### src/rtl/fmd_pkg.sv
// Shared types and constants of the framed message deframer.
`timescale 1ns / 1ps
`default_nettype none

package fmd_pkg;

    localparam logic [7:0] SOH_BYTE = 8'h01;
    localparam logic [7:0] STX_BYTE = 8'h02;
    localparam logic [7:0] ETX_BYTE = 8'h03;
    localparam logic [4:0] MIN_PACKET = 5'd17;

    localparam int CFG_IDX_W = 4;
    typedef logic [CFG_IDX_W-1:0] t_cfg_idx;
    localparam t_cfg_idx REG_SUPPORTED_VERSION = t_cfg_idx'(0);
    localparam t_cfg_idx REG_IGNORE_MASK = t_cfg_idx'(1);

    typedef enum logic [2:0] {
        ROLE_HEADER  = 3'd0,
        ROLE_ORIGIN  = 3'd1,
        ROLE_REMOTE  = 3'd2,
        ROLE_PAYLOAD = 3'd3,
        ROLE_TRAIL   = 3'd4
    } t_role;

    typedef enum logic [1:0] {
        ST_OK           = 2'd0,
        ST_BAD_PACKET   = 2'd1,
        ST_BAD_VERSION  = 2'd2,
        ST_BAD_CHECKSUM = 2'd3
    } t_status;

    typedef struct packed {
        logic [7:0] supported_version;
        logic [7:0] ignore_checksum_mask;
    } t_cfg;

    typedef struct packed {
        t_role       byte_role;
        logic [7:0]  out_byte;
        logic        packet_done;
        t_status     status;
        logic [7:0]  origin_length;
        logic [7:0]  remote_length;
        logic [7:0]  ttl_value;
        logic [7:0]  options_value;
        logic [63:0] payload_length;
    } t_result;

endpackage

`default_nettype wire

### src/rtl/fmd_if.sv
// Channel interfaces: byte input, tagged result output and register write.
`timescale 1ns / 1ps
`default_nettype none

interface fmd_in_if;
    logic       valid;
    logic       ready;
    logic [7:0] in_byte;
    logic       last_byte;

    modport source (output valid, output in_byte, output last_byte, input ready);
    modport sink (input valid, input in_byte, input last_byte, output ready);
endinterface

interface fmd_out_if;
    logic        valid;
    logic        ready;
    logic [2:0]  byte_role;
    logic [7:0]  out_byte;
    logic        packet_done;
    logic [1:0]  status;
    logic [7:0]  origin_length;
    logic [7:0]  remote_length;
    logic [7:0]  ttl_value;
    logic [7:0]  options_value;
    logic [63:0] payload_length;

    modport source (
        output valid, input ready,
        output byte_role, output out_byte, output packet_done, output status,
        output origin_length, output remote_length, output ttl_value,
        output options_value, output payload_length
    );
    modport sink (
        input valid, output ready,
        input byte_role, input out_byte, input packet_done, input status,
        input origin_length, input remote_length, input ttl_value,
        input options_value, input payload_length
    );
endinterface

interface fmd_cfg_if;
    logic       valid;
    logic       ready;
    logic [3:0] index;
    logic [7:0] data;

    modport source (output valid, output index, output data, input ready);
    modport sink (input valid, input index, input data, output ready);
endinterface

`default_nettype wire

### src/rtl/fmd_parse.sv
// Packet parser: phase state, header registers, running XOR and status logic.
`timescale 1ns / 1ps
`default_nettype none

module fmd_parse (
    input  wire logic             i_clk,
    input  wire logic             i_rst_n,
    input  wire logic             i_accept,
    input  wire logic [7:0]       i_byte,
    input  wire logic             i_last,
    input  wire fmd_pkg::t_cfg    i_cfg,
    output fmd_pkg::t_result      o_result
);
    import fmd_pkg::*;

    typedef enum logic [3:0] {
        PH_SOH     = 4'd0,
        PH_VER     = 4'd1,
        PH_OLEN    = 4'd2,
        PH_ORIGIN  = 4'd3,
        PH_RLEN    = 4'd4,
        PH_REMOTE  = 4'd5,
        PH_TTL     = 4'd6,
        PH_LEN     = 4'd7,
        PH_OPT     = 4'd8,
        PH_CHK     = 4'd9,
        PH_STX     = 4'd10,
        PH_PAYLOAD = 4'd11,
        PH_TRAIL   = 4'd12
    } t_phase;

    typedef struct packed {
        logic soh;
        logic stx;
        logic ver;
    } t_err;

    t_phase      r_phase, n_phase;
    logic [63:0] r_fc, n_fc;
    logic [7:0]  r_olen, n_olen;
    logic [7:0]  r_rlen, n_rlen;
    logic [7:0]  r_ttl, n_ttl;
    logic [7:0]  r_opt, n_opt;
    logic [63:0] r_len, n_len;
    logic [7:0]  r_check, n_check;
    logic [7:0]  r_xor, n_xor;
    t_err        r_err, n_err;
    logic [4:0]  r_pkt, n_pkt;

    logic [63:0] fc_dec;
    logic        in_trail;
    t_role       role;
    t_status     status;

    always_comb begin
        n_phase  = r_phase;
        n_fc     = r_fc;
        n_olen   = r_olen;
        n_rlen   = r_rlen;
        n_ttl    = r_ttl;
        n_opt    = r_opt;
        n_len    = r_len;
        n_check  = r_check;
        n_xor    = r_xor ^ i_byte;
        n_err    = r_err;
        n_pkt    = (r_pkt < MIN_PACKET) ? r_pkt + 5'd1 : r_pkt;
        fc_dec   = r_fc - 64'd1;
        in_trail = 1'b0;
        role     = ROLE_HEADER;
        case (r_phase)
            PH_SOH: begin
                if (i_byte != SOH_BYTE) begin
                    n_err.soh = 1'b1;
                end
                n_phase = PH_VER;
            end
            PH_VER: begin
                if (i_byte != i_cfg.supported_version) begin
                    n_err.ver = 1'b1;
                end
                n_phase = PH_OLEN;
            end
            PH_OLEN: begin
                n_olen  = i_byte;
                n_fc    = {56'd0, i_byte};
                n_phase = (i_byte != 8'd0) ? PH_ORIGIN : PH_RLEN;
            end
            PH_ORIGIN: begin
                role = ROLE_ORIGIN;
                n_fc = fc_dec;
                if (fc_dec == 64'd0) begin
                    n_phase = PH_RLEN;
                end
            end
            PH_RLEN: begin
                n_rlen  = i_byte;
                n_fc    = {56'd0, i_byte};
                n_phase = (i_byte != 8'd0) ? PH_REMOTE : PH_TTL;
            end
            PH_REMOTE: begin
                role = ROLE_REMOTE;
                n_fc = fc_dec;
                if (fc_dec == 64'd0) begin
                    n_phase = PH_TTL;
                end
            end
            PH_TTL: begin
                n_ttl   = i_byte;
                n_fc    = 64'd8;
                n_phase = PH_LEN;
            end
            PH_LEN: begin
                n_len = {r_len[55:0], i_byte};
                n_fc  = fc_dec;
                if (fc_dec == 64'd0) begin
                    n_phase = PH_OPT;
                end
            end
            PH_OPT: begin
                n_opt   = i_byte;
                n_phase = PH_CHK;
            end
            PH_CHK: begin
                n_xor   = r_xor;
                n_check = i_byte;
                n_phase = PH_STX;
            end
            PH_STX: begin
                if (i_byte != STX_BYTE) begin
                    n_err.stx = 1'b1;
                end
                n_fc    = r_len;
                n_phase = (r_len != 64'd0) ? PH_PAYLOAD : PH_TRAIL;
            end
            PH_PAYLOAD: begin
                role = ROLE_PAYLOAD;
                n_fc = fc_dec;
                if (fc_dec == 64'd0) begin
                    n_phase = PH_TRAIL;
                end
            end
            default: begin
                // Trailing bytes, and any unused phase code, are not checked.
                n_xor    = r_xor;
                in_trail = 1'b1;
                role     = i_last ? ROLE_HEADER : ROLE_TRAIL;
            end
        endcase
    end

    always_comb begin
        if (n_pkt < MIN_PACKET) begin
            status = ST_BAD_PACKET;
        end else if (n_err.soh || i_byte != ETX_BYTE) begin
            status = ST_BAD_PACKET;
        end else if (n_err.ver) begin
            status = ST_BAD_VERSION;
        end else if (!in_trail || n_err.stx) begin
            status = ST_BAD_PACKET;
        end else if ((n_opt & i_cfg.ignore_checksum_mask) == 8'd0 &&
                     (n_xor ^ ETX_BYTE) != n_check) begin
            status = ST_BAD_CHECKSUM;
        end else begin
            status = ST_OK;
        end
    end

    always_comb begin
        o_result.byte_role      = role;
        o_result.out_byte       = i_byte;
        o_result.packet_done    = i_last;
        o_result.status         = i_last ? status : ST_OK;
        o_result.origin_length  = i_last ? n_olen : 8'd0;
        o_result.remote_length  = i_last ? n_rlen : 8'd0;
        o_result.ttl_value      = i_last ? n_ttl : 8'd0;
        o_result.options_value  = i_last ? n_opt : 8'd0;
        o_result.payload_length = i_last ? n_len : 64'd0;
    end

    always_ff @(posedge i_clk) begin
        if (!i_rst_n || (i_accept && i_last)) begin
            r_phase <= PH_SOH;
            r_fc    <= 64'd0;
            r_olen  <= 8'd0;
            r_rlen  <= 8'd0;
            r_ttl   <= 8'd0;
            r_opt   <= 8'd0;
            r_len   <= 64'd0;
            r_check <= 8'd0;
            r_xor   <= 8'd0;
            r_err   <= '0;
            r_pkt   <= 5'd0;
        end else if (i_accept) begin
            r_phase <= n_phase;
            r_fc    <= n_fc;
            r_olen  <= n_olen;
            r_rlen  <= n_rlen;
            r_ttl   <= n_ttl;
            r_opt   <= n_opt;
            r_len   <= n_len;
            r_check <= n_check;
            r_xor   <= n_xor;
            r_err   <= n_err;
            r_pkt   <= n_pkt;
        end
    end

endmodule

`default_nettype wire

### src/rtl/fmd_out_reg.sv
// Result register that holds one tagged beat until the consumer takes it.
`timescale 1ns / 1ps
`default_nettype none

module fmd_out_reg (
    input  wire logic             i_clk,
    input  wire logic             i_rst_n,
    input  wire logic             i_load,
    input  wire fmd_pkg::t_result i_result,
    output logic                  o_can_load,
    fmd_out_if.source             o_out
);
    import fmd_pkg::*;

    logic    r_valid;
    t_result r_result;

    assign o_can_load = !r_valid || o_out.ready;

    always_ff @(posedge i_clk) begin
        if (!i_rst_n) begin
            r_valid <= 1'b0;
        end else if (i_load) begin
            r_valid <= 1'b1;
        end else if (o_out.ready) begin
            r_valid <= 1'b0;
        end
    end

    always_ff @(posedge i_clk) begin
        if (i_load) begin
            r_result <= i_result;
        end
    end

    assign o_out.valid          = r_valid;
    assign o_out.byte_role      = r_result.byte_role;
    assign o_out.out_byte       = r_result.out_byte;
    assign o_out.packet_done    = r_result.packet_done;
    assign o_out.status         = r_result.status;
    assign o_out.origin_length  = r_result.origin_length;
    assign o_out.remote_length  = r_result.remote_length;
    assign o_out.ttl_value      = r_result.ttl_value;
    assign o_out.options_value  = r_result.options_value;
    assign o_out.payload_length = r_result.payload_length;

endmodule

`default_nettype wire

### src/rtl/framed_message_deframer_core.sv
// Top level of the framed message deframer: register port, parser and result register.
`timescale 1ns / 1ps
`default_nettype none

// The deframer takes one packet byte per beat and returns one tagged beat for each,
// loaded into the result register as the byte is accepted. It sustains one byte per
// cycle: the parser updates its phase, field counter and running XOR and the result
// register frees itself whenever the consumer takes its beat, so input and output only
// stall each other when the output is back-pressured. The beat carrying the last byte
// also reports the packet status and the parsed header fields, and the parser then
// starts over on the next byte. Registers may be written at any time the block is idle.

module framed_message_deframer_core (
    input  wire logic i_clk,
    input  wire logic i_rst_n,
    fmd_in_if.sink    i_in,
    fmd_cfg_if.sink   i_cfg,
    fmd_out_if.source o_out
);
    import fmd_pkg::*;

    t_cfg    r_cfg;
    t_result w_result;
    logic    w_can_load;
    logic    w_accept;

    assign i_cfg.ready = 1'b1;
    assign i_in.ready  = w_can_load;
    assign w_accept    = i_in.valid && w_can_load;

    always_ff @(posedge i_clk) begin
        if (!i_rst_n) begin
            r_cfg.supported_version    <= 8'd1;
            r_cfg.ignore_checksum_mask <= 8'd1;
        end else if (i_cfg.valid) begin
            if (i_cfg.index == REG_SUPPORTED_VERSION) begin
                r_cfg.supported_version <= i_cfg.data;
            end else if (i_cfg.index == REG_IGNORE_MASK) begin
                r_cfg.ignore_checksum_mask <= i_cfg.data;
            end
        end
    end

    fmd_parse u_parse (
        .i_clk    (i_clk),
        .i_rst_n  (i_rst_n),
        .i_accept (w_accept),
        .i_byte   (i_in.in_byte),
        .i_last   (i_in.last_byte),
        .i_cfg    (r_cfg),
        .o_result (w_result)
    );

    fmd_out_reg u_out_reg (
        .i_clk      (i_clk),
        .i_rst_n    (i_rst_n),
        .i_load     (w_accept),
        .i_result   (w_result),
        .o_can_load (w_can_load),
        .o_out      (o_out)
    );

endmodule

`default_nettype wire

### src/flat_wrapper.sv
// flat-port wrapper written by rule: the top's interface ports become plain ports
module framed_message_deframer_core_flat import fmd_pkg::*;
  (i_clk, i_rst_n, i_in_valid, i_in_in_byte, i_in_last_byte, i_in_ready, i_cfg_valid, i_cfg_index, i_cfg_data, i_cfg_ready, o_out_valid, o_out_ready, o_out_byte_role, o_out_out_byte, o_out_packet_done, o_out_status, o_out_origin_length, o_out_remote_length, o_out_ttl_value, o_out_options_value, o_out_payload_length);
  fmd_in_if i_in_i ();
  fmd_cfg_if i_cfg_i ();
  fmd_out_if o_out_i ();
  input  wire logic i_clk;
  input  wire logic i_rst_n;
  input wire logic [$bits(i_in_i.valid)-1:0] i_in_valid;
  input wire logic [$bits(i_in_i.in_byte)-1:0] i_in_in_byte;
  input wire logic [$bits(i_in_i.last_byte)-1:0] i_in_last_byte;
  output wire logic [$bits(i_in_i.ready)-1:0] i_in_ready;
  input wire logic [$bits(i_cfg_i.valid)-1:0] i_cfg_valid;
  input wire logic [$bits(i_cfg_i.index)-1:0] i_cfg_index;
  input wire logic [$bits(i_cfg_i.data)-1:0] i_cfg_data;
  output wire logic [$bits(i_cfg_i.ready)-1:0] i_cfg_ready;
  output wire logic [$bits(o_out_i.valid)-1:0] o_out_valid;
  input wire logic [$bits(o_out_i.ready)-1:0] o_out_ready;
  output wire logic [$bits(o_out_i.byte_role)-1:0] o_out_byte_role;
  output wire logic [$bits(o_out_i.out_byte)-1:0] o_out_out_byte;
  output wire logic [$bits(o_out_i.packet_done)-1:0] o_out_packet_done;
  output wire logic [$bits(o_out_i.status)-1:0] o_out_status;
  output wire logic [$bits(o_out_i.origin_length)-1:0] o_out_origin_length;
  output wire logic [$bits(o_out_i.remote_length)-1:0] o_out_remote_length;
  output wire logic [$bits(o_out_i.ttl_value)-1:0] o_out_ttl_value;
  output wire logic [$bits(o_out_i.options_value)-1:0] o_out_options_value;
  output wire logic [$bits(o_out_i.payload_length)-1:0] o_out_payload_length;
  assign i_in_i.valid = i_in_valid;
  assign i_in_i.in_byte = i_in_in_byte;
  assign i_in_i.last_byte = i_in_last_byte;
  assign i_in_ready = i_in_i.ready;
  assign i_cfg_i.valid = i_cfg_valid;
  assign i_cfg_i.index = i_cfg_index;
  assign i_cfg_i.data = i_cfg_data;
  assign i_cfg_ready = i_cfg_i.ready;
  assign o_out_valid = o_out_i.valid;
  assign o_out_i.ready = o_out_ready;
  assign o_out_byte_role = o_out_i.byte_role;
  assign o_out_out_byte = o_out_i.out_byte;
  assign o_out_packet_done = o_out_i.packet_done;
  assign o_out_status = o_out_i.status;
  assign o_out_origin_length = o_out_i.origin_length;
  assign o_out_remote_length = o_out_i.remote_length;
  assign o_out_ttl_value = o_out_i.ttl_value;
  assign o_out_options_value = o_out_i.options_value;
  assign o_out_payload_length = o_out_i.payload_length;
  framed_message_deframer_core u_core (.i_clk(i_clk), .i_rst_n(i_rst_n), .i_in(i_in_i), .i_cfg(i_cfg_i), .o_out(o_out_i));
endmodule
### config.mk
export PLATFORM = sky130hd
export DESIGN_NAME = framed_message_deframer_core_flat
export DESIGN_NICKNAME = d
export VERILOG_FILES = /design/src/rtl/fmd_pkg.sv /design/src/rtl/fmd_if.sv /design/src/rtl/fmd_parse.sv /design/src/rtl/fmd_out_reg.sv /design/src/rtl/framed_message_deframer_core.sv /design/src/flat_wrapper.sv
export SDC_FILE = /design/constraint.sdc
export NUM_CORES = 1
export LEC_CHECK = 0
export ABC_AREA = 1
export BUFFER_PORTS_ARGS = -buffer_cell sky130_fd_sc_hd__clkbuf_2
export CAP_MARGIN = 20
export CORE_ASPECT_RATIO = 1.5
export CORE_MARGIN = 10
export CORE_UTILIZATION = 45
export DETAILED_ROUTE_END_ITERATION = 8
export SYNTH_ARGS = -nofsm -noshare
export SYNTH_HDL_FRONTEND = slang
export SYNTH_SLANG_ARGS = --single-unit
### constraint.sdc
create_clock -name i_clk -period 10.35 [get_ports i_clk]
set_input_delay 1.035 -clock i_clk [delete_from_list [all_inputs] [get_ports i_clk]]
set_output_delay 1.035 -clock i_clk [all_outputs]
set_load 0.05 [all_outputs]
==> flow_summary.yaml <==
worst_setup_path:
  cpPeakStageDelay_ps: 590
  r2r_cells: 15
  rr_endpoint: "u_core.u_parse.r_fc[1]$_SDFFE_PP0P_"
  start_kind: "flip-flop"
  worst-path-stages: 15
  rrSetupSlack_ps: 6180
  cp_slowest_cell: "buf_4"
  crit_type: "flip-flop to flip-flop"
  crit_fanout: 65
  worst_path_most_repeated_cell: "inv_2"
  r2r-start: "u_core.u_parse.r_phase[2]$_SDFFE_PP0P_"
  crit_required_ps: 10810
  worst_setup_path_end_kind: "flip-flop"
  worst_ep_arrival_time_ps: 4630
  path_cells: "inv_1 > ha_1 > o21ai_2 > inv_2 > a21oi_4 > buf_4 > inv_2 > nor3_4 > inv_2 > o21ai_4 > buf_4 > inv_2 > buf_12 > o21ai_0 > a21oi_1"
  critical-path-top-delay-family: "buffers and inverters"
  path_buf_inv: 8
timing:
  slew_headroom_pct: 40.2
  max_slew.worst_pin.slew_ps: 898
  setup_tns_ps: 0
  fmax_mhz: 240
  holdWs_ps: 457
  rsz0062_at_grt: "false"
  hold_violations: 0
  period_share_pct: 40.2
  finClkSkew_ps: 19.6
  period_minus_slack_ps: 4170
  setup_viol: 0
  slew_violations: 0
logic_synthesis:
  synth-async-reset-ratio_pct: 0
  synth_edf_count: 110
  synthCells: 2129
  yosys_register_bits: 315
  netlist-cell-type-count: 43
  syn_avg_cell_area_um2: 7.44
  yosys_warnings: 0
  synthFlopType: "dfxtp_1"
  synth_nets: 2163
  synth-seq-area-share_pct: 46.8
  syn_area_um2: 15800
layout:
  finalInstanceArea_um2: 17800
  final_cells: 2706
  register_area_um2: 7410
  multi_input_area_um2: 7320
  area_growth_pct: 12.7
  final_common_cell: "nand2_1"
  fillers: 3524
  nNetsFinal: 2243
  drive_gt1_share_pct: 12.1
  num_antenna_cells: 0
  final_cell_mix: "nand2_1 (494), nor2_1 (308), o21ai_0 (261)"
clocking:
  hold_buffers: 0
  post_cts_buffers: 0
  cts_tree: "yes"
  clock_latency_ps: 590
  htreeDepth: 1
  path_clk_slew_ps: 70
  clock_sinks: 315
  cts-resized-gates: 0
  cts.path.max_buffers: 3
  numCtsBuffers: 31
  clock-root-buffer: "clkbuf_16"
worst_hold_path:
  min_path_type: "flip-flop to flip-flop"
  holdPathEnd: "u_core.r_cfg[7]$_SDFFE_PN0P_"
  holdPathStages: 2
  hold_start: "u_core.r_cfg[7]$_SDFFE_PN0P_"
drt:
  vias_per_cell: 5.30
  vias: 14337
  drtIter0Drc: 1080
  drc_errors: 0
  drt-total-wl_um: 46800
  drtPass1Iterations: 7
  drt-wirelength-per-cell_um: 17.3
  antenna_left: 0
place:
  placed_area_um2: 16800
  dp_hpwl_um: 33400
  port_buffers: 137
  placed_cells: 2646
  gp_congestion: 0.928
floorplanning:
  ios: 139
  rows: 84
  core_area_um2: 34900
  start_util_pct: 45.4
  die_w_um: 173
  die_area_um2: 43200
  die_h_um: 250
global_route:
  grt_pass1_wl_um: 74200
  antenna_found_initial: 0
  grt_pass1_vias: 13529
  overflow: 0
  grt_max_degree: 117
  grt_use_total_pct: 20.8
job:
  maxCapViolCount: 0
power:
  p_switching_mw: 1.08
  pwr-share-comb_pct: 22.5
  power_density_nw_per_um2: 182
  p_clk_share_pct: 34.8
  ir_drop_uv: 150
  p_sw_share_pct: 33.2
  power_leakage_nw: 7.42
  seqPwrFrac_pct: 42.7
  internal-power_mw: 2.17
run_status:
  status: "completed"
[how the worst max path moves through the flow]
stage	endpoint	start
finish	u_core.u_parse.r_fc[1]$_SDFFE_PP0P_	u_core.u_parse.r_phase[2]$_SDFFE_PP0P_
detailed placement	u_core.u_parse.r_fc[0]$_SDFFE_PP0P_	u_core.u_parse.r_phase[2]$_SDFFE_PP0P_
global route	u_core.u_parse.r_fc[2]$_SDFFE_PP0P_	u_core.u_parse.r_phase[2]$_SDFFE_PP0P_
CTS	u_core.u_parse.r_fc[0]$_SDFFE_PP0P_	u_core.u_parse.r_phase[2]$_SDFFE_PP0P_
global placement	u_core.u_parse.r_fc[0]$_SDFFE_PP0P_	u_core.u_parse.r_phase[2]$_SDFFE_PP0P_
floorplan	u_core.u_out_reg.o_out.byte_role[0]$_DFFE_PP_	o_out_ready
[synth_stat cells (10+ instances only)]
cell type	instances	area share, %
xor2_1	29	1.6
nand3_1	42	1.3
nand3b_1	18	0.85
a21oi_1	202	6.4
o22ai_1	41	1.6
nand4_1	20	0.79
nor4_1	13	0.51
edfxtp_1	110	21
dfxtp_1	205	26
inv_1	168	4.0
nor2_2	10	0.40
nor2_1	309	7.3
nand2_1	495	12
clkbuf_1	91	2.2
nor2_4	12	0.85
nand2_2	15	0.59
o21ai_0	261	8.2
[through the flow]
| step | util (%) | power, mW | worst slack [ps] |
|---|---|---|---|
| global route | 51.1 | 3.40 | 5870 |
| global placement | 48.0 | 2.13 | 5980 |
| floorplan | - | 1.96 | 4650 |
| detailed placement | 48.1 | 2.14 | 5910 |
| CTS | 51.0 | 3.27 | 5910 |
| finish | 51.1 | 3.25 | 6180 |
[layout make-up]
class	instances	share of cell area, %
sequential	315	41.5
multi-input combinational	1533	41.0
timing repair buffer	152	4.77
clock buffer	36	4.57
inverter	176	3.74
tap	473	3.32
clock inverter	21	1.05
[worst min-delay path, cell delays in order (launching register included)]
cell and delay [ps]:
dfxtp_1 300, inv_1 60, a21oi_1 50
[logic make-up after synthesis]
family / synth area share, %
compound gates: 17.6
xor+xnor: 1.99
fa+ha+maj: 0.632
buf+inv: 7.10
flops: 46.8
mux: 0.126
other cells: 0.0237
simple gates: 25.8
[state kept, by name, indices dropped and copies added (netlist names), 3 cells and up]
name	flops
u_core.u_parse.r_opt	8
u_core.u_out_reg.o_out.remote_length	8
u_core.u_parse.r_ttl	8
u_core.u_out_reg.o_out.byte_role	3
u_core.u_parse.r_rlen	8
u_core.u_out_reg.o_out.out_byte	8
u_core.u_parse.r_olen	8
u_core.u_parse.r_fc	64
u_core.u_parse.r_len	64
u_core.u_parse.r_check	8
u_core.u_out_reg.o_out.ttl_value	8
u_core.u_parse.r_phase	4
u_core.r_cfg	16
u_core.u_out_reg.o_out.options_value	8
u_core.u_out_reg.o_out.payload_length	64
u_core.u_parse.r_err	3
u_core.u_parse.r_xor	8
u_core.u_out_reg.o_out.origin_length	8
u_core.u_parse.r_pkt	5
[power groups by stage]
stage,clock (mW),sequential [mW],combinational (mW)
2_1_floorplan,0,1.51,0.460
3_3_place_gp,0,1.41,0.721
3_5_place_dp,0,1.41,0.726
4_1_cts,1.15,1.39,0.729
5_1_grt,1.20,1.39,0.805
6_report,1.13,1.39,0.730
[layer usage]
metal	global-route usage (%)	wire length, µm
met4	8.62	1770
met5	0	0
met3	2.66	2110
met1	24.1	18900
met2	37.9	24000
Note: power is estimated with default switching activity, not from simulation.
